`src/rtl/fdcd_pkg.sv`:
```
// Shared types and constants for the framed drive command decoder.
`timescale 1ns / 1ps

package fdcd_pkg;

   localparam logic [7:0] START_BYTE = 8'hFF;
   localparam logic [7:0] STOP_BYTE  = 8'hFE;

   localparam int POS_W = 4;
   localparam logic [POS_W-1:0] POS_IDLE  = 4'd0;
   localparam logic [POS_W-1:0] POS_SERVO = 4'd1;
   localparam logic [POS_W-1:0] POS_STOP  = 4'd8;

   localparam int BYTE_W      = 8;
   localparam int AXIS_W      = 9;
   localparam int DB_LOW_W    = 9;
   localparam int DB_HIGH_W   = 10;
   localparam int SCALE_W     = 12;
   localparam int SERVO_W     = 12;
   localparam int DIR_W       = 4;
   localparam int PRODUCT_W   = BYTE_W + SCALE_W;
   localparam int CSR_DATA_W  = 12;
   localparam int CSR_INDEX_W = 2;

   localparam logic [CSR_INDEX_W-1:0] CSR_DEADBAND_LOW     = 2'd0;
   localparam logic [CSR_INDEX_W-1:0] CSR_DEADBAND_HIGH    = 2'd1;
   localparam logic [CSR_INDEX_W-1:0] CSR_SERVO_FULL_SCALE = 2'd2;

   localparam logic [DB_LOW_W-1:0]  DEADBAND_LOW_RESET     = 9'd490;
   localparam logic [DB_HIGH_W-1:0] DEADBAND_HIGH_RESET    = 10'd530;
   localparam logic [SCALE_W-1:0]   SERVO_FULL_SCALE_RESET = 12'd2500;

   // floor(p / 253) == (p * ceil(2^28 / 253)) >> 28 for every p below 2^20
   localparam int RECIP_W      = 21;
   localparam int RECIP_SHIFT  = 28;
   localparam int SCALED_W     = PRODUCT_W + RECIP_W;
   localparam int QUOT_W       = SCALED_W - RECIP_SHIFT;
   localparam logic [RECIP_W-1:0] SERVO_RECIP = 21'd1061010;
   localparam logic [SERVO_W-1:0] SERVO_MAX   = 12'd4095;

   localparam int QUEUE_DEPTH_DEFAULT = 2;

   typedef enum logic [3:0] {
      KIND_IDLE,
      KIND_SERVO,
      KIND_AXIS_FIRST,
      KIND_AXIS_SECOND,
      KIND_DUTY_FWD,
      KIND_DUTY_BWD,
      KIND_DUTY_LEFT,
      KIND_RULES,
      KIND_STOP_OK,
      KIND_STOP_ERR
   } kind_type;

   typedef struct packed {
      kind_type               kind;
      logic [BYTE_W-1:0]      data;
      logic [PRODUCT_W-1:0]   product;
   } cmd_type;

endpackage

```
`src/rtl/framed_drive_command_decoder.sv`:
```
// Top level of the framed drive command decoder.
`timescale 1ns / 1ps

// Decodes link bytes framed as 0xFF, seven data bytes, 0xFE into a servo compare
// value, four H-bridge direction bits and two motor duties, with a frame_ok or
// frame_error pulse at the stop position. Every accepted byte yields exactly one
// result item carrying the current outputs. One byte is accepted per cycle while
// the queue is not full; its command passes through the queue into the result
// register, popped one per cycle while it is empty or being taken. The
// front end classifies bytes and forms the servo product, a QUEUE_DEPTH-entry
// queue decouples it from the back end, so input stalls only when the queue is
// full. Configuration registers are written through csr_* with no read-back.

module framed_drive_command_decoder #(
   parameter int QUEUE_DEPTH = fdcd_pkg::QUEUE_DEPTH_DEFAULT
) (
   input  logic                               clock,
   input  logic                               reset,
   input  logic                               req_valid,
   output logic                               req_stall,
   input  logic [fdcd_pkg::BYTE_W-1:0]        req_rx_byte,
   output logic                               rsp_valid,
   input  logic                               rsp_stall,
   output logic [fdcd_pkg::SERVO_W-1:0]       rsp_servo_compare,
   output logic [fdcd_pkg::DIR_W-1:0]         rsp_direction_bits,
   output logic [fdcd_pkg::BYTE_W-1:0]        rsp_duty_a,
   output logic [fdcd_pkg::BYTE_W-1:0]        rsp_duty_b,
   output logic                               rsp_frame_ok,
   output logic                               rsp_frame_error,
   input  logic                               csr_write_enable,
   input  logic [fdcd_pkg::CSR_INDEX_W-1:0]   csr_index,
   input  logic [fdcd_pkg::CSR_DATA_W-1:0]    csr_write_data
);
   import fdcd_pkg::*;

   logic [DB_LOW_W-1:0]  deadband_low_ff;
   logic [DB_HIGH_W-1:0] deadband_high_ff;
   logic [SCALE_W-1:0]   servo_full_scale_ff;

   logic    push_valid;
   cmd_type push_cmd;
   logic    queue_full;
   logic    head_valid;
   cmd_type head_cmd;
   logic    pop;

   always_ff @(posedge clock) begin
      if (reset) begin
         deadband_low_ff     <= DEADBAND_LOW_RESET;
         deadband_high_ff    <= DEADBAND_HIGH_RESET;
         servo_full_scale_ff <= SERVO_FULL_SCALE_RESET;
      end else if (csr_write_enable) begin
         unique case (csr_index)
            CSR_DEADBAND_LOW:     deadband_low_ff     <= csr_write_data[DB_LOW_W-1:0];
            CSR_DEADBAND_HIGH:    deadband_high_ff    <= csr_write_data[DB_HIGH_W-1:0];
            CSR_SERVO_FULL_SCALE: servo_full_scale_ff <= csr_write_data[SCALE_W-1:0];
            default: begin
               // unmapped index: write dropped
            end
         endcase
      end
   end

   fdcd_front u_front (
      .clock            (clock),
      .reset            (reset),
      .req_valid        (req_valid),
      .req_stall        (req_stall),
      .req_rx_byte      (req_rx_byte),
      .servo_full_scale (servo_full_scale_ff),
      .queue_full       (queue_full),
      .push_valid       (push_valid),
      .push_cmd         (push_cmd)
   );

   fdcd_queue #(
      .DEPTH (QUEUE_DEPTH)
   ) u_queue (
      .clock      (clock),
      .reset      (reset),
      .push_valid (push_valid),
      .push_cmd   (push_cmd),
      .full       (queue_full),
      .head_valid (head_valid),
      .head_cmd   (head_cmd),
      .pop        (pop)
   );

   fdcd_back u_back (
      .clock              (clock),
      .reset              (reset),
      .head_valid         (head_valid),
      .head_cmd           (head_cmd),
      .pop                (pop),
      .deadband_low       (deadband_low_ff),
      .deadband_high      (deadband_high_ff),
      .rsp_valid          (rsp_valid),
      .rsp_stall          (rsp_stall),
      .rsp_servo_compare  (rsp_servo_compare),
      .rsp_direction_bits (rsp_direction_bits),
      .rsp_duty_a         (rsp_duty_a),
      .rsp_duty_b         (rsp_duty_b),
      .rsp_frame_ok       (rsp_frame_ok),
      .rsp_frame_error    (rsp_frame_error)
   );

   // a stop byte is either good or bad, never both
   a_ok_err_exclusive: assert property (@(posedge clock) disable iff (reset)
      rsp_valid |-> !(rsp_frame_ok && rsp_frame_error))
      else $error("frame_ok and frame_error both set");

   // a taken result with nothing queued must not be shown again
   a_no_duplicate: assert property (@(posedge clock) disable iff (reset)
      (rsp_valid && !rsp_stall && !head_valid) |=> !rsp_valid)
      else $error("result repeated without a queued item");

   // a queued item moves into a free result register at once
   a_back_drains: assert property (@(posedge clock) disable iff (reset)
      (head_valid && !rsp_valid) |=> rsp_valid)
      else $error("back end idle with a queued item");

   // an accepted item with an empty queue and free output is at the queue head in the next cycle
   a_latency: assert property (@(posedge clock) disable iff (reset)
      (req_valid && !req_stall && !head_valid && (!rsp_valid || !rsp_stall)) |=> head_valid)
      else $error("accepted item not queued");

endmodule

```
`src/rtl/fdcd_front.sv`:
```
// Front end: frame position tracking, byte classification, servo product.
`timescale 1ns / 1ps

module fdcd_front (
   input  logic                           clock,
   input  logic                           reset,
   input  logic                           req_valid,
   output logic                           req_stall,
   input  logic [fdcd_pkg::BYTE_W-1:0]    req_rx_byte,
   input  logic [fdcd_pkg::SCALE_W-1:0]   servo_full_scale,
   input  logic                           queue_full,
   output logic                           push_valid,
   output fdcd_pkg::cmd_type              push_cmd
);
   import fdcd_pkg::*;

   logic [POS_W-1:0] position_ff;
   logic [POS_W-1:0] position_in;
   logic             accept;
   kind_type         kind;

   assign req_stall  = queue_full;
   assign accept     = req_valid && !queue_full;
   assign push_valid = accept;

   always_comb begin
      position_in = position_ff;
      kind        = KIND_IDLE;
      unique case (position_ff)
         4'd1: begin
            kind        = KIND_SERVO;
            position_in = 4'd2;
         end
         4'd2: begin
            kind        = KIND_AXIS_FIRST;
            position_in = 4'd3;
         end
         4'd3: begin
            kind        = KIND_AXIS_SECOND;
            position_in = 4'd4;
         end
         4'd4: begin
            kind        = KIND_DUTY_FWD;
            position_in = 4'd5;
         end
         4'd5: begin
            kind        = KIND_DUTY_BWD;
            position_in = 4'd6;
         end
         4'd6: begin
            kind        = KIND_DUTY_LEFT;
            position_in = 4'd7;
         end
         4'd7: begin
            kind        = KIND_RULES;
            position_in = POS_STOP;
         end
         POS_STOP: begin
            kind        = (req_rx_byte == STOP_BYTE) ? KIND_STOP_OK : KIND_STOP_ERR;
            position_in = POS_IDLE;
         end
         default: begin
            // idle and unused positions ignore the byte
            kind        = KIND_IDLE;
            position_in = position_ff;
         end
      endcase
      // a start byte is handled at its position first, then restarts the frame
      if (req_rx_byte == START_BYTE) begin
         position_in = POS_SERVO;
      end
   end

   always_ff @(posedge clock) begin
      if (reset) begin
         position_ff <= POS_IDLE;
      end else if (accept) begin
         position_ff <= position_in;
      end
   end

   always_comb begin
      push_cmd.kind    = kind;
      push_cmd.data    = req_rx_byte;
      push_cmd.product = {{SCALE_W{1'b0}}, req_rx_byte} * {{BYTE_W{1'b0}}, servo_full_scale};
   end

endmodule

```
`src/rtl/fdcd_queue.sv`:
```
// Command queue between the front end and the back end.
`timescale 1ns / 1ps

module fdcd_queue #(
   parameter int DEPTH = fdcd_pkg::QUEUE_DEPTH_DEFAULT
) (
   input  logic                 clock,
   input  logic                 reset,
   input  logic                 push_valid,
   input  fdcd_pkg::cmd_type    push_cmd,
   output logic                 full,
   output logic                 head_valid,
   output fdcd_pkg::cmd_type    head_cmd,
   input  logic                 pop
);
   import fdcd_pkg::*;

   localparam int PTR_W = (DEPTH > 1) ? $clog2(DEPTH) : 1;
   localparam int CNT_W = $clog2(DEPTH + 1);

   cmd_type            entries_ff [DEPTH];
   logic [PTR_W-1:0]   wr_ptr_ff;
   logic [PTR_W-1:0]   wr_ptr_in;
   logic [PTR_W-1:0]   rd_ptr_ff;
   logic [PTR_W-1:0]   rd_ptr_in;
   logic [CNT_W-1:0]   count_ff;
   logic [CNT_W-1:0]   count_in;

   assign full       = (count_ff == CNT_W'(DEPTH));
   assign head_valid = (count_ff != '0);
   assign head_cmd   = entries_ff[rd_ptr_ff];

   always_comb begin
      wr_ptr_in = (wr_ptr_ff == PTR_W'(DEPTH - 1)) ? '0 : wr_ptr_ff + 1'b1;
      rd_ptr_in = (rd_ptr_ff == PTR_W'(DEPTH - 1)) ? '0 : rd_ptr_ff + 1'b1;
      unique case ({push_valid, pop})
         2'b10:   count_in = count_ff + 1'b1;
         2'b01:   count_in = count_ff - 1'b1;
         default: count_in = count_ff;
      endcase
   end

   always_ff @(posedge clock) begin
      if (reset) begin
         wr_ptr_ff <= '0;
         rd_ptr_ff <= '0;
         count_ff  <= '0;
      end else begin
         if (push_valid) begin
            wr_ptr_ff <= wr_ptr_in;
         end
         if (pop) begin
            rd_ptr_ff <= rd_ptr_in;
         end
         count_ff <= count_in;
      end
   end

   always_ff @(posedge clock) begin
      if (push_valid) begin
         entries_ff[wr_ptr_ff] <= push_cmd;
      end
   end

endmodule

```
`src/rtl/fdcd_back.sv`:
```
// Back end: executes queued commands and holds the result register.
`timescale 1ns / 1ps

module fdcd_back (
   input  logic                            clock,
   input  logic                            reset,
   input  logic                            head_valid,
   input  fdcd_pkg::cmd_type               head_cmd,
   output logic                            pop,
   input  logic [fdcd_pkg::DB_LOW_W-1:0]   deadband_low,
   input  logic [fdcd_pkg::DB_HIGH_W-1:0]  deadband_high,
   output logic                            rsp_valid,
   input  logic                            rsp_stall,
   output logic [fdcd_pkg::SERVO_W-1:0]    rsp_servo_compare,
   output logic [fdcd_pkg::DIR_W-1:0]      rsp_direction_bits,
   output logic [fdcd_pkg::BYTE_W-1:0]     rsp_duty_a,
   output logic [fdcd_pkg::BYTE_W-1:0]     rsp_duty_b,
   output logic                            rsp_frame_ok,
   output logic                            rsp_frame_error
);
   import fdcd_pkg::*;

   logic                 rsp_valid_ff, rsp_valid_in;
   logic [SERVO_W-1:0]   servo_ff, servo_in;
   logic [DIR_W-1:0]     dir_ff, dir_in;
   logic [BYTE_W-1:0]    duty_a_ff, duty_a_in;
   logic [BYTE_W-1:0]    duty_b_ff, duty_b_in;
   logic                 ok_ff, ok_in;
   logic                 err_ff, err_in;
   logic [AXIS_W-1:0]    axis_first_ff, axis_first_in;
   logic [AXIS_W-1:0]    axis_second_ff, axis_second_in;
   logic [BYTE_W-1:0]    duty_fwd_ff, duty_fwd_in;
   logic [BYTE_W-1:0]    duty_bwd_ff, duty_bwd_in;
   logic [BYTE_W-1:0]    duty_left_ff, duty_left_in;
   logic [SCALED_W-1:0]  scaled;
   logic [QUOT_W-1:0]    quotient;

   assign pop = head_valid && (!rsp_valid_ff || !rsp_stall);

   assign scaled   = {{RECIP_W{1'b0}}, head_cmd.product} * {{PRODUCT_W{1'b0}}, SERVO_RECIP};
   assign quotient = scaled[SCALED_W-1:RECIP_SHIFT];

   always_comb begin
      logic [DB_HIGH_W-1:0] a;
      logic [DB_HIGH_W-1:0] s;
      logic [DB_HIGH_W-1:0] lo;
      logic [DB_HIGH_W-1:0] hi;
      logic [DIR_W-1:0]     d;
      a  = {1'b0, axis_first_ff};
      s  = {1'b0, axis_second_ff};
      lo = {1'b0, deadband_low};
      hi = deadband_high;
      d  = dir_ff;

      rsp_valid_in   = rsp_valid_ff;
      servo_in       = servo_ff;
      dir_in         = dir_ff;
      duty_a_in      = duty_a_ff;
      duty_b_in      = duty_b_ff;
      ok_in          = ok_ff;
      err_in         = err_ff;
      axis_first_in  = axis_first_ff;
      axis_second_in = axis_second_ff;
      duty_fwd_in    = duty_fwd_ff;
      duty_bwd_in    = duty_bwd_ff;
      duty_left_in   = duty_left_ff;

      if (pop) begin
         rsp_valid_in = 1'b1;
         ok_in        = 1'b0;
         err_in       = 1'b0;
         unique case (head_cmd.kind)
            KIND_SERVO: begin
               servo_in = (quotient > QUOT_W'(SERVO_MAX)) ? SERVO_MAX : quotient[SERVO_W-1:0];
            end
            KIND_AXIS_FIRST:  axis_first_in  = {head_cmd.data, 1'b0};
            KIND_AXIS_SECOND: axis_second_in = {head_cmd.data, 1'b0};
            KIND_DUTY_FWD:    duty_fwd_in    = head_cmd.data;
            KIND_DUTY_BWD:    duty_bwd_in    = head_cmd.data;
            KIND_DUTY_LEFT:   duty_left_in   = head_cmd.data;
            KIND_RULES: begin
               // later rules override earlier ones
               if (a > lo && a < hi) begin
                  d = d | 4'h3;
               end
               if (s > lo && s < hi) begin
                  d = d | 4'hC;
               end
               if (a > hi) begin
                  d         = (d | 4'h5) & ~4'hA;
                  duty_a_in = duty_bwd_ff;
                  duty_b_in = duty_bwd_ff;
               end
               if (a < lo) begin
                  d         = (d | 4'hA) & ~4'h5;
                  duty_a_in = duty_fwd_ff;
                  duty_b_in = duty_fwd_ff;
               end
               if (s < lo) begin
                  d         = (d | 4'h6) & ~4'h9;
                  duty_a_in = head_cmd.data;
                  duty_b_in = head_cmd.data;
               end
               if (s > hi) begin
                  d         = (d | 4'h9) & ~4'h6;
                  duty_a_in = duty_left_ff;
                  duty_b_in = duty_left_ff;
               end
               dir_in = d;
            end
            KIND_STOP_OK:  ok_in  = 1'b1;
            KIND_STOP_ERR: err_in = 1'b1;
            default: begin
               // idle byte: result repeats the current outputs
            end
         endcase
      end else if (!rsp_stall) begin
         rsp_valid_in = 1'b0;
      end
   end

   always_ff @(posedge clock) begin
      if (reset) begin
         rsp_valid_ff <= 1'b0;
         servo_ff     <= '0;
         dir_ff       <= '0;
         duty_a_ff    <= '0;
         duty_b_ff    <= '0;
         ok_ff        <= 1'b0;
         err_ff       <= 1'b0;
      end else begin
         rsp_valid_ff <= rsp_valid_in;
         servo_ff     <= servo_in;
         dir_ff       <= dir_in;
         duty_a_ff    <= duty_a_in;
         duty_b_ff    <= duty_b_in;
         ok_ff        <= ok_in;
         err_ff       <= err_in;
      end
   end

   always_ff @(posedge clock) begin
      axis_first_ff  <= axis_first_in;
      axis_second_ff <= axis_second_in;
      duty_fwd_ff    <= duty_fwd_in;
      duty_bwd_ff    <= duty_bwd_in;
      duty_left_ff   <= duty_left_in;
   end

   assign rsp_valid          = rsp_valid_ff;
   assign rsp_servo_compare  = servo_ff;
   assign rsp_direction_bits = dir_ff;
   assign rsp_duty_a         = duty_a_ff;
   assign rsp_duty_b         = duty_b_ff;
   assign rsp_frame_ok       = ok_ff;
   assign rsp_frame_error    = err_ff;

endmodule

```
`config.mk`:
```
export PLATFORM = sky130hd
export DESIGN_NAME = framed_drive_command_decoder
export DESIGN_NICKNAME = d
export VERILOG_FILES = /design/src/rtl/fdcd_pkg.sv /design/src/rtl/framed_drive_command_decoder.sv /design/src/rtl/fdcd_front.sv /design/src/rtl/fdcd_queue.sv /design/src/rtl/fdcd_back.sv
export SDC_FILE = /design/constraint.sdc
export NUM_CORES = 1
export LEC_CHECK = 0
export ABC_AREA = 1
export BUFFER_PORTS_ARGS = -buffer_cell sky130_fd_sc_hd__buf_2
export CAP_MARGIN = 40
export CORE_MARGIN = 5
export CORE_UTILIZATION = 65
export DETAILED_ROUTE_END_ITERATION = 16
export PLACE_DENSITY = 0.83
export SYNTH_ARGS = -nofsm -noshare
export SYNTH_HDL_FRONTEND = slang
export SYNTH_HIERARCHICAL = 1
export SYNTH_SLANG_ARGS = --single-unit
```
`constraint.sdc`:
```
create_clock -name clock -period 9.4 [get_ports clock]
set_input_delay 0.94 -clock clock [delete_from_list [all_inputs] [get_ports clock]]
set_output_delay 0.94 -clock clock [all_outputs]
set_load 0.05 [all_outputs]
```
==> metrics.cfg, run 1 <==
[outcome]
outcome=finished, final reports clean

[worst_setup_path]
worst-path-buf-inv=3
crit_chain=buf_4, mux2_2, ha_1, ha_1, ha_1, inv_1, fa_1, inv_1, fa_1, fa_1, ha_1, ha_1, nand2_1, nor2_1, nand2_1, nor4_1, nand2_1, nand2_1, nand2_1, nand2_1, a21oi_1
cp_max_fo=32
cp.required_ps=9720
crit_type=reg -> reg
critical_path.top_delay_family=adder cells
worst_ep_arrival_time_ps=6230
crit_top_cell=nand2_1
max_stage_delay_ps=520
cp-start-kind=flop
crit_path_end_kind=flop
cpMaxStageDelayCell=fa_1

[drt]
num_vias=13001
drt_iter0_markers=973
first_pass_iters=5
wl_per_cell_um=15.7
finalWirelength_um=38100
vias_per_cell=5.36
drtAntennaViolNets=0
route.detailed.drc=0

[logic_synthesis]
synth-xor-area-share=0.00527
syn_area_um2=16600
yosys.area.top_type=edfxtp_1
synthArstFlopShare=0
synth_cells=2052
ys_top_cells_by_area=edfxtp_1, ha_1, fa_1, nand2_1, inv_1
synth_compound_area_frac=0.0463
synth.avg_cell_area_um2=8.09
synth_fa_ha_area_frac=0.308
synth-edff-count=104
yosys_warnings=6
synth_nets=2423
synthDominantCellAreaShare=0.188
ys_seq_elements=171
synth-simple-area-share=0.219
synth_flop_cell=edfxtp_1
yosysUniqueCellTypes=45
synthMuxAreaShare=0.0285
synth_top_family_by_area=adder cells
seq_area_frac_synth=0.269

[timing]
finalMaxSlewViolations=0
setup_tns_ps=0
period_needed_ps=5910
setup_violations=0
max_slew.worst_pin.slew_ps=834
post-route-period-util=0.629
hold_violations=0
clock.fmax_mhz=169
max_slew_margin=0.442
skew_ps=13.0
rsz0062_at_grt=false

[cells_and_area]
layout-area-overhead-vs-synth_pct=5.94
diodes=0
fillCellCount=1978
fin_nets=2453
final_layout_size_suffix_gt1_frac=0.0840

[floorplan]
die_h_um=170
rows=58
die_w_um=170
start_util=0.659
die_area_um2=28800
pin_count=63
core_um2=25200

[clocking]
clkLatencyLatePin_ps=430
htreeDepth=4
cts.clk_slew.worst_paths_ps=70
cts_made_buffers=17
ctsResizeCount=0
numClockSinks=171
clock_path_buffers=2
cts_tree=done
cts_hold_buffers=0
cts_root_buf=clkbuf_16
cts_setup_buffers=0

[placed_design]
finalWeightedCongestion=1.01
numPortBuffers=62
dp_hpwl_um=30500

[job]
maxCapViolCount=0

[global_routing]
grt_usage=0.272
grt.overflow.total=0
grt_max_degree=34
antenna_found_initial=0
grt_pass1_wl_um=63500
grt_pass1_vias=12970

[worst_hold_path]
hp-start=u_back/rsp_frame_ok
hold_path_class=reg -> reg

==> metal layers <==
layer | track usage | wire length [um] | vias to the layer above
met5 | 0 | 0 | -
met4 | 0.0707 | 620 | 0
met3 | 0.0346 | 2110 | 46
met2 | 0.457 | 18100 | 392
met1 | 0.378 | 17200 | 6111
li1 | - | - | 6452
==> cells by family (layout without fill, tap and decap cells) <==
group	Yosys count	after routing
and+or+nand+nor	848	848
adders and majority gates	344	344
DFF	171	171
AOI/OAI and AO/OA	146	146
xor gates and xnor gates	10	10
buffers and inverters	501	544
muxes	32	32
==> area by class of cell <==
| cell class | instances | area (um2) | share of cell area |
|---|---|---|---|
| repair buffers | 70 | 388 | 0.0220 |
| clock buffers | 18 | 439 | 0.0250 |
| clock inverters | 14 | 135 | 0.00768 |
| inverters | 442 | 1660 | 0.0946 |
| flip-flops and latches | 171 | 4470 | 0.254 |
| multi-input cells | 1380 | 10100 | 0.573 |
| well taps | 330 | 413 | 0.0235 |
==> worst paths after layout <==
kind,to,slack (ps),cells after the start
max,u_back/rsp_servo_compare[10],3490,21
min,u_back/rsp_frame_ok,470,2
max reg2reg,u_back/rsp_servo_compare[10],3490,21
min reg2reg,u_back/rsp_frame_ok,470,2
==> synthesized netlist by cell type (all sizes together) (7+ instances only) <==
library cell	n
nor2	169
nor4	7
nand4	28
clkbuf	26
buf	33
xor2	7
a21oi	85
inv	442
edfxtp	104
dfxtp	67
nor3	11
mux2	32
nand3	87
or2	9
ha	235
fa	109
o21ai	50
nand2	532
==> through the flow <==
stage	setup slack [ps]	hold WS, ps	cells	utilization	cell area, um2
4_1_cts	3560	468	2425	0.699	17600
2_1_floorplan	4480	427	2052	-	16600
5_1_grt	3270	498	2425	0.699	17600
3_5_place_dp	3570	451	2393	0.676	17000
3_3_place_gp	3630	440	2390	0.674	17000
6_report	3490	468	2425	0.699	17600
==> sequential cells by signal, summed over array words and instances (netlist names), 8 cells and up, named ones only <==
register / count
u_back/axis_second_ff: 8
u_queue/entries_ff: 64
deadband_high_ff: 10
u_back/rsp_duty_b: 8
u_back/duty_bwd_ff: 8
u_back/axis_first_ff: 8
deadband_low_ff: 9
servo_full_scale_ff: 12
u_back/rsp_servo_compare: 12
u_back/duty_fwd_ff: 8
u_back/duty_left_ff: 8
==> cells in the final DEF (no fill, tap or decap), drive strengths merged <==
cell type	instances
nor4	7
xor2	7
a21oi	85
nand3	87
o21bai	5
a22oi	1
nor3	11
o21ai	50
nand3b	5
ha	235
dfxtp	67
a21boi	1
nand2	532
edfxtp	104
a21o	3
nand4	28
clkinvlp	3
mux2	32
clkbuf	18
or2	9
o211ai	1
fa	109
xnor2	3
nor2	169
inv	447
clkinv	6
buf	70
==> worst min-delay path, cell delays in order (launching register included) <==
cell and delay [ps]:
dfxtp_1 310, nand2_1 60, a21oi_1 50
Power of run 1 is left out: the tool's default activity adds up to more than one toggle a clock period on the data nets, which glitch-free logic cannot reach.
==> run 2, diff against run 1 <==
- CORE_UTILIZATION: 65 -> 64
- PLACE_DENSITY: 0.83 -> 0.82
- clock period: 9.4 -> 5.5 ns (I/O delays scaled with it)
==> metrics.cfg, run 2 (synthesis gave the netlist of run 1 again) <==
[placed_design]
dp_hpwl_um=31000  ; +1.5%
finalWeightedCongestion=0.989  ; -2.2%
numPortBuffers=62  ; unchanged
placed_cells=2407  ; +0.59%
post-place-ws_ps=168  ; -3400 ps

[floorplan]
pin_count=63  ; unchanged
die_h_um=171  ; +0.73%
die_w_um=171  ; +0.73%
start_util=0.643  ; -0.0167
core_um2=25800  ; +2.6%
die_area_um2=29300  ; +1.5%
rows=59  ; +1.7%

[global_routing]
grt_usage=0.268  ; -0.00456
grt_pass1_wl_um=63100  ; -0.56%
grt_max_degree=33  ; -2.9%
antenna_found_initial=0  ; unchanged
grt.overflow.total=0  ; unchanged
grt_pass1_vias=12821  ; -1.1%

[timing]
setup_violations=0  ; unchanged
whs_ps=345  ; -122 ps
finalWorstSetupSlack_ps=280  ; -3210 ps
period_needed_ps=5220  ; -689 ps
skew_ps=13.9  ; +0.837 ps
max_slew.worst_pin.slew_ps=819  ; -15.5 ps
clock.fmax_mhz=192  ; +13%
rsz0062_at_grt=false
max_slew_margin=0.452  ; +0.0103
post-route-period-util=0.949  ; +0.320
setup_tns_ps=0  ; unchanged
finalMaxSlewViolations=0  ; unchanged
hold_violations=0  ; unchanged

[worst_setup_path]
crit_path_end_kind=flop
crit_chain=buf_6, mux2_2, ha_1, ha_1, ha_1, fa_1, inv_1, fa_1, inv_1, ha_1, ha_1, ha_1, a21oi_1, o21ai_0, inv_1, a21oi_1, nor2_1, nand2_1, nand2_1, nand2_1, nor2_1, nor2_1
crit_type=reg -> reg
cpMaxStageDelayCell=fa_1
crit_top_cell=ha_1
worst_ep_arrival_time_ps=5550  ; -680 ps
worst-path-buf-inv=4  ; +1
cp-start-kind=flop
reg2reg_depth=22  ; +4.8%
critical_path.top_delay_family=adder cells
cp_max_fo=6  ; -81%
cp.required_ps=5830  ; -3890 ps
max_stage_delay_ps=560  ; +40 ps
cp.depth=22  ; +4.8%

[drt]
vias_per_cell=5.38  ; +0.34%
drt_iter0_markers=900  ; -7.5%
finalWirelength_um=38100  ; about the same
first_pass_iters=8  ; +3
wl_per_cell_um=15.6  ; -0.56%
num_vias=13120  ; +0.92%
route.detailed.drc=0  ; unchanged
drtAntennaViolNets=0  ; unchanged

[cells_and_area]
top_register=u_queue/entries_ff
final_layout_size_suffix_gt1_frac=0.0936  ; +0.00962
final_cell_mix=nand2_1, inv_1, ha_1
final_cells=2439  ; +0.58%
fin_nets=2462  ; +0.37%
largest_reg_flops=64  ; unchanged
layout_commonest_cell=nand2_1
diodes=0  ; unchanged
layout-area-overhead-vs-synth_pct=6.82

[clocking]
htreeDepth=4  ; unchanged
clock_path_buffers=2  ; unchanged
cts_made_buffers=17  ; unchanged
cts_root_buf=clkbuf_16
cts_setup_buffers=0  ; unchanged
numClockSinks=171  ; unchanged
clkLatencyLatePin_ps=440  ; about the same
cts.clk_slew.worst_paths_ps=70  ; about the same
cts_tree=done

[worst_hold_path]
whs_path_depth=3  ; +1
hold_path_class=in -> reg

[outcome]
outcome=finished, final reports clean

[job]
maxCapViolCount=0  ; unchanged

## run 2: cell types whose count changed in the layout (fill, tap and decap cells not counted), sizes merged
cell,before,now
clkinv,6,3
clkinvlp,3,2
buf,70,79
clkbuf,18,19
inv,447,450
## run 2: worst paths after layout
| path | start | end | slack [ps] |
|---|---|---|---|
| worst min-delay path | csr_write_data[10] | servo_full_scale_ff[10] | 350 |
| worst min register to register | deadband_low_ff[3] | deadband_low_ff[3] | 460 |
| worst max register to register | flop | u_back/rsp_servo_compare[7] | 280 |
| worst max-delay path | flop | u_back/rsp_servo_compare[7] | 280 |
## run 2: per-layer routing
| metal | up-vias | part of all wire | track usage |
|---|---|---|---|
| met4 | 0 | 0.017 | 0.0648 |
| met2 | 354 | 0.48 | 0.448 |
| met3 | 48 | 0.052 | 0.0379 |
| met1 | 6239 | 0.45 | 0.371 |
| met5 | - | 0 | 0 |
| li1 | 6479 | - | - |
## run 2: layout make-up
type	instances	area (um2)
Timing Repair Buffer	79	459
Clock inverter	13	121
Clock buffer	19	443
Tap cell	335	419
Inverter	442	1660
Sequential cell	171	4470
Multi-Input combinational cell	1380	10200
Fill cell	2088	8100
## run 2: repair_timing
| action | 4_1_cts | 5_1_grt |
|---|---|---|
| hold buffers | 0 | 0 |
| resized for setup | 0 | 23 |
| endpoints found under the setup margin | 0 | 12 |
## run 2: tightest hold or removal path, cell delays in order
cell and delay (ps):
buf_2 70, nor2_1 30, nor2_1 80
## run 2: metrics by stage
| step | utilization | area [um2] |
|---|---|---|
| 2_1_floorplan | - | 16600 |
| 3_3_place_gp | 0.661 | 17100 |
| 3_5_place_dp | 0.661 | 17100 |
| 4_1_cts | 0.683 | 17700 |
| 5_1_grt | 0.687 | 17700 |
| 6_report | 0.687 | 17700 |
Power of run 2 is left out for the same reason.
==> run 3, diff against run 2 <==
- CAP_MARGIN: 40 -> 30
- SETUP_SLACK_MARGIN: not set -> 0.4
==> metrics.cfg, run 3 (synthesis gave the netlist of run 1 again) <==
[worst_hold_path]
hold_path_class=in -> reg

[timing]
finalMaxSlewViolations=0  ; unchanged
post-route-period-util=0.915  ; -0.0337
setup_tns_ps=0  ; unchanged
max_slew_margin=0.363  ; -0.0895
hold_violations=0  ; unchanged
period_needed_ps=5040  ; -185 ps
max_slew.worst_pin.slew_ps=955  ; +136 ps
rsz0062_at_grt=true
skew_ps=16.2  ; +2.27 ps
clock.fmax_mhz=199  ; +3.7%
setup_violations=0  ; unchanged

[floorplan]
die_area_um2=29300  ; unchanged
core_um2=25800  ; unchanged
start_util=0.643  ; unchanged
pin_count=63  ; unchanged
die_w_um=171  ; unchanged
rows=59  ; unchanged
die_h_um=171  ; unchanged

[worst_setup_path]
worst-path-buf-inv=5  ; +1
cp.required_ps=5830  ; about the same
critical_path.top_delay_family=adder cells
worst_ep_arrival_time_ps=5360  ; -190 ps
crit_chain=buf_6, mux2_4, ha_1, ha_1, ha_1, fa_1, inv_1, fa_1, inv_1, ha_1, ha_1, ha_2, a21oi_1, o21ai_1, inv_1, nand2_1, inv_1, nand3_1, nand2_1, nand2_1, nor2_1, nor2_1
cpMaxStageDelayCell=fa_1
crit_top_cell=ha_1
max_stage_delay_ps=580  ; +20 ps
crit_type=reg -> reg
endpoint=u_back/rsp_servo_compare[1]
cp-start-kind=flop
crit_path_end_kind=flop
cp.depth=22  ; unchanged
reg2reg_depth=22  ; unchanged
reg2reg_slack_ps=460  ; +190 ps
reg2reg_to=u_back/rsp_servo_compare[1]
cp_max_fo=5  ; -1

[cells_and_area]
largest_reg_flops=64  ; unchanged
layout-area-overhead-vs-synth_pct=12.6
final_layout_size_suffix_gt1_frac=0.150  ; +0.0565
fin_nets=2489  ; +1.1%
fillCellCount=1927  ; -7.7%
top_register=u_queue/entries_ff
final_cell_mix=nand2_1, inv_1, ha_1
layout_commonest_cell=nand2_1
multi_input_area_um2=10900  ; +7.2%
diodes=0  ; unchanged
seqCellArea_um2=4470  ; unchanged

[clocking]
clock_path_buffers=2  ; unchanged
cts_root_buf=clkbuf_16
numClockSinks=171  ; unchanged
clkLatencyLatePin_ps=430  ; about the same
cts_made_buffers=17  ; unchanged
cts_tree=done
htreeDepth=4  ; unchanged
cts.clk_slew.worst_paths_ps=80  ; about the same

[global_routing]
grt.overflow.total=0  ; unchanged
grt_busiest_layer=met2
grt_pass1_wl_um=63600  ; +0.77%
grt_max_degree=33  ; unchanged
grt_usage=0.270  ; +0.00230
gr-usage-met3=0.0365  ; -0.00139
antenna_found_initial=0  ; unchanged
grtUsageMet2=0.461  ; +0.0122
grt_use_met1=0.369  ; -0.00223
grt_pass1_vias=12885  ; +0.50%

[drt]
num_vias=13360  ; +1.8%
finalWirelength_um=41600  ; +9.1%
route.detailed.drc=0  ; unchanged
first_pass_iters=5  ; -3
wl_per_cell_um=16.9  ; +7.9%
drt_iter0_markers=1019  ; +13%
drtAntennaViolNets=0  ; unchanged
vias_per_cell=5.42  ; +0.71%

[outcome]
outcome=finished, final reports clean

[placed_design]
dp_hpwl_um=30900  ; -0.17%
numPortBuffers=62  ; unchanged
finalWeightedCongestion=0.989  ; unchanged

[job]
maxCapViolCount=0  ; unchanged

## run 3: cell type report
type,count,share of cell area
inverters,442,0.0890
multi-input cells,1380,0.583
flip-flops and latches,171,0.239
well taps,335,0.0224
repair buffers,106,0.0365
clock buffers,20,0.0239
clock inverters,12,0.00662
## run 3: how the worst min path moves through the flow
stage,startpoint,end,cells after the start
after floorplan,servo_full_scale_ff[6],servo_full_scale_ff[6],2
after global placement,deadband_low_ff[5],deadband_low_ff[5],2
after detailed placement,deadband_low_ff[8],deadband_low_ff[8],2
after CTS,csr_write_data[10],servo_full_scale_ff[10],3
after global routing,csr_write_data[10],servo_full_scale_ff[10],3
final,csr_write_data[10],servo_full_scale_ff[10],3
## run 3: metal layers
layer	routed length [um]	vias to the layer above
met1	17600	6303
met3	2420	94
met4	1120	0
met2	20500	427
li1	-	6536
met5	0	-
## run 3: timing repair
action / in CTS / in global routing
gates resized for setup: 42 / 111
pin swaps: 12 / 52
buffers inserted: 5 / 22
gates cloned: 0 / 1
setup endpoints to repair: 12 / 12
hold buffers: 0 / 0
## run 3: metrics by stage
stage,setup WS [ps],util,instance area [um2],hold slack (ps),std cells
final,465,0.724,18700,355,2466
after global routing,272,0.724,18700,384,2466
after CTS,399,0.692,17900,348,2443
after detailed placement,141,0.661,17100,446,2406
after global placement,227,0.661,17100,441,2405
after floorplan,583,-,16600,427,2052
## run 3: worst min-delay path: stages
cell,delay [ps]
buf_2,70
nor2_1,30
nor2_1,90
Power of run 3 is left out for the same reason.
